### config.mk
export PLATFORM = sky130hd
export DESIGN_NAME = cpg_cordic
export DESIGN_NICKNAME = d
export VERILOG_FILES = /design/src/rtl/cpg_pkg.sv /design/src/rtl/cpg_cordic.sv
export SDC_FILE = /design/constraint.sdc
export NUM_CORES = 2
export LEC_CHECK = 0
export BUFFER_PORTS_ARGS = -buffer_cell sky130_fd_sc_hd__buf_2
export CAP_MARGIN = 10
export CORE_MARGIN = 2
export CORE_UTILIZATION = 62
export DETAILED_ROUTE_END_ITERATION = 10
export PLACE_DENSITY = 0.78
export SLEW_MARGIN = 20
export SYNTH_ARGS = -nofsm -noshare
export SYNTH_HDL_FRONTEND = slang
export SYNTH_SLANG_ARGS = --single-unit
### constraint.sdc
create_clock -name clk -period 7.4 [get_ports clk]
set_input_delay 0 -clock clk [delete_from_list [all_inputs] [get_ports clk]]
set_output_delay 0 -clock clk [all_outputs]
set_load 0.02 [all_outputs]
### src/rtl/cpg_pkg.sv
// shared types and constants for the curve point generator
`timescale 1ns / 1ps
package cpg_pkg;
  localparam int unsigned CORDIC_STEPS = 16;
  localparam int unsigned ANGLE_W = 24;
  localparam logic signed [31:0] CORDIC_GAIN = 32'sd652032874;

  typedef enum logic [2:0] {
    REG_MODE = 3'd0,
    REG_COUNT = 3'd1,
    REG_RADIUS = 3'd2,
    REG_COMPLETE = 3'd3,
    REG_GAINS = 3'd4,
    REG_START = 3'd5,
    REG_CONTROL = 3'd6,
    REG_END = 3'd7
  } reg_index_t;

  function automatic logic signed [24:0] atan_step(input logic [3:0] k);
    case (k)
      4'd0: atan_step = 25'sd2097152;
      4'd1: atan_step = 25'sd1238021;
      4'd2: atan_step = 25'sd654136;
      4'd3: atan_step = 25'sd332050;
      4'd4: atan_step = 25'sd166669;
      4'd5: atan_step = 25'sd83416;
      4'd6: atan_step = 25'sd41718;
      4'd7: atan_step = 25'sd20860;
      4'd8: atan_step = 25'sd10430;
      4'd9: atan_step = 25'sd5215;
      4'd10: atan_step = 25'sd2608;
      4'd11: atan_step = 25'sd1304;
      4'd12: atan_step = 25'sd652;
      4'd13: atan_step = 25'sd326;
      4'd14: atan_step = 25'sd163;
      4'd15: atan_step = 25'sd81;
      default: atan_step = 25'sd0;
    endcase
  endfunction
endpackage

### src/rtl/cpg_cordic.sv
// pipelined rotation cordic, one micro-rotation per stage
`timescale 1ns / 1ps
module cpg_cordic #(
  parameter int unsigned TAG_W = 8
) (
  input  logic                 clk,
  input  logic                 advance,
  input  logic [23:0]          angle,
  input  logic [TAG_W-1:0]     tag_in,
  output logic signed [33:0]   sin_q30,
  output logic signed [33:0]   cos_q30,
  output logic [TAG_W-1:0]     tag_out
);
  localparam int unsigned N = cpg_pkg::CORDIC_STEPS;
  logic signed [33:0] x [N+1];
  logic signed [33:0] y [N+1];
  logic signed [25:0] z [N+1];
  logic               ng [N+1];
  logic [TAG_W-1:0]   tg [N+1];
  logic               fold;
  logic [23:0]        a;

  assign fold = (angle[23:22] == 2'd1) || (angle[23:22] == 2'd2);
  assign a = fold ? angle - 24'h800000 : angle;
  assign x[0] = 34'(cpg_pkg::CORDIC_GAIN);
  assign y[0] = '0;
  assign z[0] = 26'(signed'(a));
  assign ng[0] = fold;
  assign tg[0] = tag_in;

  for (genvar k = 0; k < N; k++) begin : g_rot
    logic signed [33:0] xs, ys;
    logic signed [25:0] at;
    assign xs = x[k] >>> k;
    assign ys = y[k] >>> k;
    assign at = 26'(cpg_pkg::atan_step(4'(k)));
    always_ff @(posedge clk) begin
      if (advance) begin
        if (!z[k][25]) begin
          x[k+1] <= x[k] - ys;
          y[k+1] <= y[k] + xs;
          z[k+1] <= z[k] - at;
        end else begin
          x[k+1] <= x[k] + ys;
          y[k+1] <= y[k] - xs;
          z[k+1] <= z[k] + at;
        end
        ng[k+1] <= ng[k];
        tg[k+1] <= tg[k];
      end
    end
  end

  assign sin_q30 = ng[N] ? -y[N] : y[N];
  assign cos_q30 = ng[N] ? -x[N] : x[N];
  assign tag_out = tg[N];
endmodule

==> flow_metrics.py <==
metrics = {
    "run_status": {
        "status": "finished, violations left",
        "violations": "slew limit",
    },
    "die": {
        "start_util": 0.625,
        "die_x_um": 439,
        "die_h_um": 439,
        "io_pins": 110,
        "die_area_um2": 193000,
        "coreArea_um2": 188000,
        "row_count": 159,
    },
    "clock_tree": {
        "cts_setup_buffers": 0,
        "cts_buffer_depth": 3,
        "insertion_delay_ps": 820,
        "cts.clk_slew.worst_paths_ps": 60,
        "numCtsBuffers": 168,
        "cts_tree": "yes",
        "root_buffer": "clkbuf_16",
        "htree_levels": 4,
        "cts.sinks": 1506,
    },
    "logic_synthesis": {
        "synth_seq_cells": 1506,
        "synth-edff-count": 1506,
        "synth_fa_ha_area_frac": 0.143,
        "syn_area_per_cell_um2": 9.92,
        "synth_compound_area_frac": 0.180,
        "syn_inst": 11838,
        "synth-main-ff-cell": "edfxtp_1",
        "synth_top_family_by_area": "compound AO/OA/AOI/OAI gates",
        "yosysSeqAreaShare": 0.385,
        "yosysWarnings": 0,
        "synth_cell_types": 85,
        "syn-num-nets": 13192,
        "muxShareOfSynthArea": 0.00902,
        "synth_area_um2": 117000,
        "synth_xor_area_frac": 0.135,
        "synth-async-reset-ratio": 0,
        "synth_simple_gate_area_frac": 0.123,
    },
    "cells_and_area": {
        "areaGrowthSynthToFinish_pct": 8.13,
        "drive_gt1_frac": 0.0454,
        "nets": 13417,
    },
    "timing": {
        "min_period_over_period": 0.781,
        "fin_worst_skew_ps": 24.3,
        "clock.fmax_mhz": 173,
        "hold_viol_final": 0,
        "fin_crit_ps": 5780,
        "slew_headroom": -0.00251,
        "slew_viol_final": 16,
        "setup_viol": 0,
        "fin_tns_setup_ps": 0,
        "tightest_slew_ps": 1500,
        "rsz0062_at_grt": "false",
    },
    "critical_path": {
        "end_kind": "flop",
        "crit_fanout": 5,
        "required_ps": 7950,
        "worstSetupStartpointType": "flop",
        "crit_buf_inv": 0,
        "crit_type": "reg -> reg",
        "cpMaxStageDelayCell": "nor4bb_1",
        "crit_chain": "nor2_1 -> nor4b_1 -> and2_1 -> nor3b_1 -> nor4bb_1 -> nor2_1 -> xnor2_1 -> ha_1 -> a21oi_1 -> nor2b_1 -> a311o_1 -> o2111ai_1 -> a21boi_0 -> o21a_1 -> o221ai_1 -> o21ai_0 -> a21oi_1 -> xnor2_1",
        "cpPeakStageDelay_ps": 760,
        "worst_ep_arrival_time_ps": 6330,
        "cp_top_family": "simple AND/OR/NAND/NOR gates",
    },
    "routing": {
        "wl_mm": 296,
        "drc": 0,
        "wl_per_cell_um": 20.1,
        "ant_nets": 0,
        "vias": 90790,
        "vias_per_cell": 6.18,
        "drtIter0Drc": 7249,
        "drt_first_pass_iters": 7,
    },
    "grt": {
        "grt.total_usage": 0.302,
        "antenna_found_initial": 7,
        "grt_pass1_wl_mm": 471,
        "grt_max_degree": 197,
        "grt_pass1_vias": 88178,
        "grt-ovfl-total": 0,
    },
    "min_path": {
        "hold_class": "in -> reg",
    },
    "flow_run": {
        "drv_cap": 0,
    },
    "place": {
        "gp_congestion": 0.970,
        "numPortBuffers": 109,
        "dpl.hpwl_mm": 231,
    },
}
-- final timing paths --
kind,slack (ps),from,endpoint,cells after the start
max reg2reg,1620,g_rot[7].ys[2]$_DFFE_PP_,g_rot[8].xs[25]$_DFFE_PP_,18
min reg2reg,410,tg[78]$_DFFE_PP_,tg[70]$_DFFE_PP_,0
min,120,angle[22],g_rot[1].ys[28]$_DFFE_PP_,3
max,1620,g_rot[7].ys[2]$_DFFE_PP_,g_rot[8].xs[25]$_DFFE_PP_,18
-- state kept, by name, indices dropped and copies added (netlist names) --
register	flops
z	363
g_rot.ys	359
g_rot.xs	336
x	152
y	152
tg	120
ng	16
tag_out	8
-- routing by layer --
layer | track usage | part of all wire | vias to the layer above
li1 | - | - | 44109
met1 | 0.387 | 0.42 | 43377
met2 | 0.521 | 0.48 | 2681
met3 | 0.0399 | 0.057 | 617
met4 | 0.115 | 0.039 | 6
met5 | 0 | 0.00014 | -
-- worst min-delay path, stage by stage --
cell and delay [ps]:
dlygate4sd3_1 550, buf_2 200, inv_1 70
-- cell usage in the layout (no fill, tap or decap), types with 169 or more instances in the layout --
cell type / n
a21o_1: 530
a21oi_1: 1260
clkbuf_16: 169
edfxtp_1: 1506
ha_1: 1276
inv_1: 549
nand2_1: 573
nand2b_1: 198
nor2_1: 1019
nor2b_1: 181
nor3_1: 292
o21a_1: 185
o21ai_0: 576
xnor2_1: 1230
xor2_1: 586
-- metrics by stage --
step | instance area, um^2 | worst slack, ps | util | hold slack [ps] | cells
floorplan | 117000 | 2690 | - | 98.9 | 11838
global placement | 121000 | 1620 | 0.643 | 176 | 14325
detailed placement | 121000 | 1550 | 0.643 | 178 | 14325
CTS | 127000 | 1510 | 0.675 | 38.2 | 14697
global route | 127000 | 1030 | 0.675 | 91.3 | 14697
finish | 127000 | 1620 | 0.675 | 119 | 14699
-- what timing repair did --
item                                   CTS  global route
endpoints found under the hold margin  155             0
hold buffers                            63             0
resized for setup                        0             0
-- logic make-up (layout without fill, tap and decap cells) --
family,Yosys count,count (layout)
AO/OA/AOI/OAI,3383,3383
AND/OR/NAND/NOR,2995,2995
adder cells (fa/ha/maj),1320,1320
buffers and inverters,717,1081
XOR/XNOR,1816,1816
flip-flops,1506,1506
multiplexers,100,100
other,1,3
-- cell usage after synthesis (19+ instances only) --
master	count	area, um^2
mux2_2	46	518
o21bai_1	138	1040
o31a_1	29	254
o41ai_1	45	394
nand2_1	573	2150
nor2b_1	181	1130
nand3_1	166	831
a21boi_0	53	398
or4_1	38	285
nor3b_1	26	195
clkbuf_1	136	510
o211ai_1	32	240
ha_1	1276	16000
inv_1	549	2060
a41oi_1	20	175
and3_1	86	538
a211o_1	21	184
fa_1	44	881
o22ai_1	20	125
nand2b_1	198	1240
xnor2_1	1230	10800
and2_1	57	357
o21a_1	185	1390
o21ai_0	576	2880
xor2_1	586	5130
nor4_1	91	569
mux2i_1	54	541
or2_2	39	244
or3_1	88	551
a21oi_1	1260	6310
edfxtp_1	1506	45200
nand4_1	56	350
a31oi_1	126	788
nor3_1	292	1460
a21o_1	530	3980
buf_1	19	71.3
a211oi_1	85	638
o31ai_1	58	435
nor2_1	1019	3820
-- layout make-up --
cell class              instances  area (um^2)
multi-input cells            9615        69500
fillers                     14323        61000
flip-flops and latches       1506        45200
clock buffers                 194         4320
well taps                    2495         3120
inverters                     551         2070
repair buffers                221         1650
clock inverters               115         1100
diodes                          2         5.00
Power is left out: the tool's default activity adds up to more than one toggle a clock period on the data nets, which glitch-free logic cannot reach.
