$ cat src/rtl/cpg_divider.sv
// pipelined restoring divider, one quotient bit per stage
`timescale 1ns / 1ps
module cpg_divider #(
  parameter int unsigned NUM_W = 34,
  parameter int unsigned DEN_W = 9,
  parameter int unsigned TAG_W = 8
) (
  input  logic             clk,
  input  logic             advance,
  input  logic [NUM_W-1:0] num,
  input  logic [DEN_W-1:0] den,
  input  logic [TAG_W-1:0] tag_in,
  output logic [NUM_W-1:0] quot,
  output logic [TAG_W-1:0] tag_out
);
  logic [NUM_W-1:0] q   [NUM_W+1];
  logic [DEN_W-1:0] rem [NUM_W+1];
  logic [DEN_W-1:0] d   [NUM_W+1];
  logic [TAG_W-1:0] tg  [NUM_W+1];

  assign q[0] = num;
  assign rem[0] = '0;
  assign d[0] = den;
  assign tg[0] = tag_in;

  for (genvar s = 0; s < NUM_W; s++) begin : g_stage
    logic [DEN_W:0] trial;
    logic           fits;
    assign trial = {rem[s], q[s][NUM_W-1]};
    assign fits = trial >= {1'b0, d[s]};
    always_ff @(posedge clk) begin
      if (advance) begin
        rem[s+1] <= fits ? DEN_W'(trial - {1'b0, d[s]}) : trial[DEN_W-1:0];
        q[s+1] <= {q[s][NUM_W-2:0], fits};
        d[s+1] <= d[s];
        tg[s+1] <= tg[s];
      end
    end
  end

  assign quot = q[NUM_W];
  assign tag_out = tg[NUM_W];
endmodule

$ cat config.mk
export PLATFORM = sky130hd
export DESIGN_NAME = cpg_divider
export DESIGN_NICKNAME = d
export VERILOG_FILES = /design/src/rtl/cpg_divider.sv
export SDC_FILE = /design/constraint.sdc
export NUM_CORES = 2
export LEC_CHECK = 0
export BUFFER_PORTS_ARGS = -buffer_cell sky130_fd_sc_hd__buf_4
export CORE_AREA = 10 10 510 263
export CTS_CLUSTER_DIAMETER = 100
export DETAILED_ROUTE_END_ITERATION = 10
export DIE_AREA = 0 0 520 273
export PLACE_DENSITY = 0.75
export SLEW_MARGIN = 20
export SYNTH_ARGS = -nofsm -noshare
export SYNTH_HDL_FRONTEND = slang
export SYNTH_SLANG_ARGS = --single-unit
$ cat constraint.sdc
create_clock -name clk -period 3.46 [get_ports clk]
set_input_delay 0.173 -clock clk [delete_from_list [all_inputs] [get_ports clk]]
set_output_delay 0.173 -clock clk [all_outputs]
set_load 0.05 [all_outputs]
==> tab_implementation.tex <==
\begin{tabular}{lr}
\hline
Metric & Value \\
\hline
\multicolumn{2}{l}{\textbf{Detailed routing}} \\
\quad Drt first pass iters & 6 \\
\quad Total Routed Length & between 100 and 150 mm \\
\quad Number of vias per cell & between 5 and 6 \\
\quad DRC violation count after routing & 0 \\
\quad Number of vias after detailed routing & between 30,000 and 40,000 \\
\quad Antenna Violating Nets Remaining & 0 \\
\quad Average routed wire per standard cell & around 19 um \\
\quad DR iter-0 viols & between 4,000 and 5,000 \\
\multicolumn{2}{l}{\textbf{Finish}} \\
\quad Area growth from synthesis to final layout & 11.6\% \\
\quad Leading cell types in the layout, fill and taps excluded & 2,022 x sky130\_fd\_sc\_hd\_\_edfxtp\_1, 396 x sky130\_fd\_sc\_hd\_\_inv\_1, 299 x sky130\_fd\_sc\_hd\_\_ha\_1 \\
\quad Most common cell after layout, fill and taps aside & sky130\_fd\_sc\_hd\_\_edfxtp\_1 \\
\quad Final nets & a little over 5,000 \\
\quad Share of final-layout standard cells stronger than drive strength 1 & about 13\% \\
\quad Post-route cell area & a little under 0.09 mm2 \\
\quad Ant diodes & 0 \\
\multicolumn{2}{l}{\textbf{Synth}} \\
\quad Cell type with the largest total area after synthesis & sky130\_fd\_sc\_hd\_\_edfxtp\_1 \\
\quad EDFF count, synth & between 2,000 and 2,500 \\
\quad Post-Syn Area per Cell & $\sim$18 um2 \\
\quad Seq/Total Area, Yosys & slightly below 80\% \\
\quad Predominant post-synthesis flop cell & sky130\_fd\_sc\_hd\_\_edfxtp\_1 \\
\quad Largest family of logic cells by synthesized area & compound AO/OA/AOI/OAI gates \\
\quad Largest cells by area after synthesis & sky130\_fd\_sc\_hd\_\_edfxtp\_1 78\%, sky130\_fd\_sc\_hd\_\_ha\_1 4.8\%, sky130\_fd\_sc\_hd\_\_mux2\_2 1.9\%, sky130\_fd\_sc\_hd\_\_inv\_1 1.9\%, sky130\_fd\_sc\_hd\_\_xnor2\_1 1.2\% \\
\quad Net Count, Synth & around 4,800 \\
\quad Post-synthesis register bit count & about 2,000 \\
\quad Gate count of the mapped netlist & around 4,400 \\
\quad Synth Area in XOR/XNOR & 1.76\% \\
\quad Synthesized-area fraction occupied by and/or/nand/nor cells & under 10\% \\
\quad Distinct cells, synth & slightly above 70 \\
\quad Compound-cell area share of the yosys netlist & approximately 5.8\% \\
\quad Top cell type's share of synthesized area & 77.6\% \\
\quad Total of warnings raised by yosys & 0 \\
\quad Arithmetic-cell share of the synthesized area counting full adders, half adders and majority gates & 5.60\% \\
\quad Proportion of synthesized area in mux cells & 3.06\% \\
\quad Mapped Area & between 0.07 and 0.08 mm2 \\
\quad Async set-or-reset flop fraction in the synthesized netlist & 0\% \\
\multicolumn{2}{l}{\textbf{Timing}} \\
\quad Maximum frequency from static timing analysis & 0.321 GHz \\
\quad Unrepaired setup endpoints after global routing & no \\
\quad Relative slew slack & just under 40\% \\
\quad Hold Violations, Final & 0 \\
\quad Post-layout worst setup margin & $\sim$0.35 ns \\
\quad Setup tns final & 0 ns \\
\quad Number of endpoints failing setup at the final stage & 0 \\
\quad Fin crit period & a little over 3 ns \\
\quad Worst setup skew after layout & roughly 0.019 ns \\
\quad Total count of max-transition violations in the final report & 0 \\
\quad Transition time at the pin with the least slew margin & between 0.9 and 1 ns \\
\quad Crit share post-route & 89.9\% \\
\multicolumn{2}{l}{\textbf{Clocking}} \\
\quad CTS sink count & a little over 2,000 \\
\quad Post CTS Setup Buffer Count & 0 \\
\quad Clock latency on the worst-skew pair & approximately 0.79 ns \\
\quad Clock buffers created by TritonCTS & roughly 170 \\
\quad Clock Pin Slew Worst Setup and Hold Paths & 0.07 ns \\
\quad Maximum level of the CTS H-tree & 4 \\
\quad TritonCTS clock tree & yes \\
\quad Post-cts gate resize count & 0 \\
\quad Buffers from clock root to sink, at most & 3 \\
\quad Clock root buffer & sky130\_fd\_sc\_hd\_\_clkbuf\_16 \\
\multicolumn{2}{l}{\textbf{Global routing}} \\
\quad GRT Max-Usage Layer & met1 \\
\quad Maximum number of pins on one net before global-route repair & 112 \\
\quad Global-route wire length before repair & around 200 mm \\
\quad Via count of the first global-routing pass & around 36,000 \\
\quad GR met2 Demand/Resource & between 20\% and 30\% \\
\quad Global Route met3 Usage & approximately 3.5\% \\
\quad Global router's overall resource usage & approximately 18\% \\
\quad GR Util met1 & $\sim$30\% \\
\quad Antenna violations before repair & 2 \\
\quad Grt total ovfl & 0 \\
\multicolumn{2}{l}{\textbf{Flow run}} \\
\quad Number of max-cap violations & 0 \\
\multicolumn{2}{l}{\textbf{Floorplanning}} \\
\quad Std cell rows & a little over 90 \\
\quad Width of the die & around 520 um \\
\quad Initial cell density of the core & between 60\% and 70\% \\
\quad Die Y & roughly 270 um \\
\quad Die area & 0.142 mm2 \\
\quad Top-level port count & between 90 and 100 \\
\quad Standard cell core area & approximately 0.13 mm2 \\
\multicolumn{2}{l}{\textbf{Setup path}} \\
\quad Logic depth of the worst register-to-register path & 9 \\
\quad Last element of the critical path & g\_stage[9].trial[5] \\
\quad Slack of the worst reg-to-reg path & 0.35 ns \\
\quad Startpoint type of the worst setup path & flop \\
\quad Type of the setup path with the least slack & reg -> reg \\
\quad Largest fanout on the critical path & 9 \\
\quad Start point of the critical path & g\_stage[8].trial[0] \\
\quad Critical Path AT & $\sim$3.7 ns \\
\quad FF-to-FF End & g\_stage[9].trial[5] \\
\quad Startpoint of the most critical register-to-register path & g\_stage[8].trial[0] \\
\quad Worst setup EP type & flop \\
\quad Required time of the critical path & roughly 4 ns \\
\multicolumn{2}{l}{\textbf{Pwr}} \\
\quad Share of total power in combinational logic & between 20\% and 30\% \\
\quad Clock Power Share & 27.4\% \\
\quad Fraction of power spent switching nets & between 20\% and 30\% \\
\quad Switching power total & between 0.015 and 0.02 W \\
\quad Worst voltage drop across the vdd grid & around 0.6 mV \\
\quad Total leakage power & approximately 32 nW \\
\quad Sequential cell fraction of total power & about 48\% \\
\quad Design internal power & about 0.049 W \\
\quad Ratio of total power to cell area & about 800 mW/mm2 \\
\multicolumn{2}{l}{\textbf{Place}} \\
\quad Setup slack after placement & $\sim$0.45 ns \\
\quad Count of input and output buffers & 94 \\
\quad GPL Wtd Cong & roughly 0.89 \\
\quad Detail Placement HPWL & between 80 and 90 mm \\
\quad Post-DP Area & about 0.081 mm2 \\
\multicolumn{2}{l}{\textbf{Worst hold path}} \\
\quad Path category of the worst min-delay check & in -> reg \\
\multicolumn{2}{l}{\textbf{Run status}} \\
\quad Outcome & completed \\
\hline
\end{tabular}
==> logic make-up (layout without fill, tap and decap cells) <==
| family | after synthesis | count (layout) |
|---|---|---|
| DFF | 2022 | 2022 |
| AOI/OAI and AO/OA | 647 | 647 |
| and+or+nand+nor | 561 | 561 |
| buffers and inverters | 467 | 917 |
| adders and majority gates | 331 | 331 |
| muxes | 208 | 208 |
| xor gates and xnor gates | 157 | 157 |
==> cell type report <==
| class | count | area, um2 |
|---|---|---|
| Timing Repair Buffer | 212 | 2000 |
| Clock inverter | 106 | 1150 |
| Clock buffer | 196 | 4270 |
| Inverter | 403 | 1510 |
| Fill cell | 7863 | 37700 |
| Tap cell | 1692 | 2120 |
| Multi-Input combinational cell | 1904 | 15600 |
| Sequential cell | 2022 | 60700 |
==> per-stage QoR <==
stage	hold slack, ns	cells	power (W)	util [%]
6_report	0.110	6535	0.0684	69.9
3_5_place_dp	0.352	6181	0.0496	65.1
5_1_grt	0.0786	6535	0.0718	69.9
4_1_cts	0.0423	6535	0.0687	69.9
3_3_place_gp	0.351	6181	0.0490	65.1
2_1_floorplan	0.272	4393	0.0451	-
==> power by group through the flow <==
stage | Clock, W | Combinational (W) | Sequential, W
after floorplan | 0 | 0.0126 | 0.0326
after global placement | 0 | 0.0157 | 0.0333
after detailed placement | 0 | 0.0162 | 0.0333
after CTS | 0.0193 | 0.0165 | 0.0329
after global routing | 0.0203 | 0.0184 | 0.0331
final | 0.0188 | 0.0168 | 0.0329
==> Yosys cell counts, types with 14 or more instances <==
library cell,n
sky130_fd_sc_hd__a211oi_1,20
sky130_fd_sc_hd__a21boi_0,17
sky130_fd_sc_hd__a21o_1,92
sky130_fd_sc_hd__a21oi_1,174
sky130_fd_sc_hd__a22o_1,16
sky130_fd_sc_hd__a31oi_1,21
sky130_fd_sc_hd__and3_1,20
sky130_fd_sc_hd__buf_4,50
sky130_fd_sc_hd__edfxtp_1,2022
sky130_fd_sc_hd__fa_1,32
sky130_fd_sc_hd__ha_1,299
sky130_fd_sc_hd__inv_1,396
sky130_fd_sc_hd__mux2_2,134
sky130_fd_sc_hd__mux2_4,28
sky130_fd_sc_hd__mux2i_1,39
sky130_fd_sc_hd__nand2_1,94
sky130_fd_sc_hd__nand2b_1,24
sky130_fd_sc_hd__nand3_1,101
sky130_fd_sc_hd__nand4_1,24
sky130_fd_sc_hd__nor2_1,111
sky130_fd_sc_hd__nor2b_1,45
sky130_fd_sc_hd__nor3_1,53
sky130_fd_sc_hd__o211ai_1,28
sky130_fd_sc_hd__o21a_1,14
sky130_fd_sc_hd__o21ai_0,115
sky130_fd_sc_hd__o31ai_1,26
sky130_fd_sc_hd__xnor2_1,104
sky130_fd_sc_hd__xor2_1,53
==> worst min-delay path by stage <==
stage / slack [ns] / depth (start not counted) / from / to
after floorplan: 0.27 / 0 / den[0] / d[297]
after global placement: 0.35 / 1 / num[26] / q[1149]
after detailed placement: 0.35 / 1 / num[27] / q[1150]
after CTS: 0.04 / 2 / num[23] / q[1146]
after global routing: 0.08 / 2 / num[0] / q[1123]
final: 0.11 / 2 / tag_in[4] / tg[268]
==> per-layer routing <==
| metal | wire length [um] | up-vias |
|---|---|---|
| li1 | - | 17400 |
| met1 | 64200 | 18000 |
| met2 | 50100 | 1211 |
| met3 | 9420 | 149 |
| met4 | 1990 | 0 |
| met5 | 0 | - |
==> sequential cells by signal, indices dropped and copies added (netlist names) <==
register and cells:
q 1089, quot 34, tag_out 8, d 297, tg 264, g_stage.trial 330
==> worst max-delay path: stages (launching register included) <==
cell and delay (ns):
sky130_fd_sc_hd__edfxtp_1 0.40, sky130_fd_sc_hd__inv_1 0.07, sky130_fd_sc_hd__ha_1 0.13, sky130_fd_sc_hd__inv_1 0.07, sky130_fd_sc_hd__fa_1 0.43, sky130_fd_sc_hd__a21o_1 0.21, sky130_fd_sc_hd__a221oi_2 0.47, sky130_fd_sc_hd__a21o_1 0.27
sky130_fd_sc_hd__and2_1 0.42, sky130_fd_sc_hd__mux2_2 0.39
==> what timing repair did <==
action / CTS / global route
hold buffers: 52 / 0
setup endpoints to repair: 0 / 0
hold endpoints to repair: 62 / 0
No activity file was read; power rests on OpenSTA's default activity.
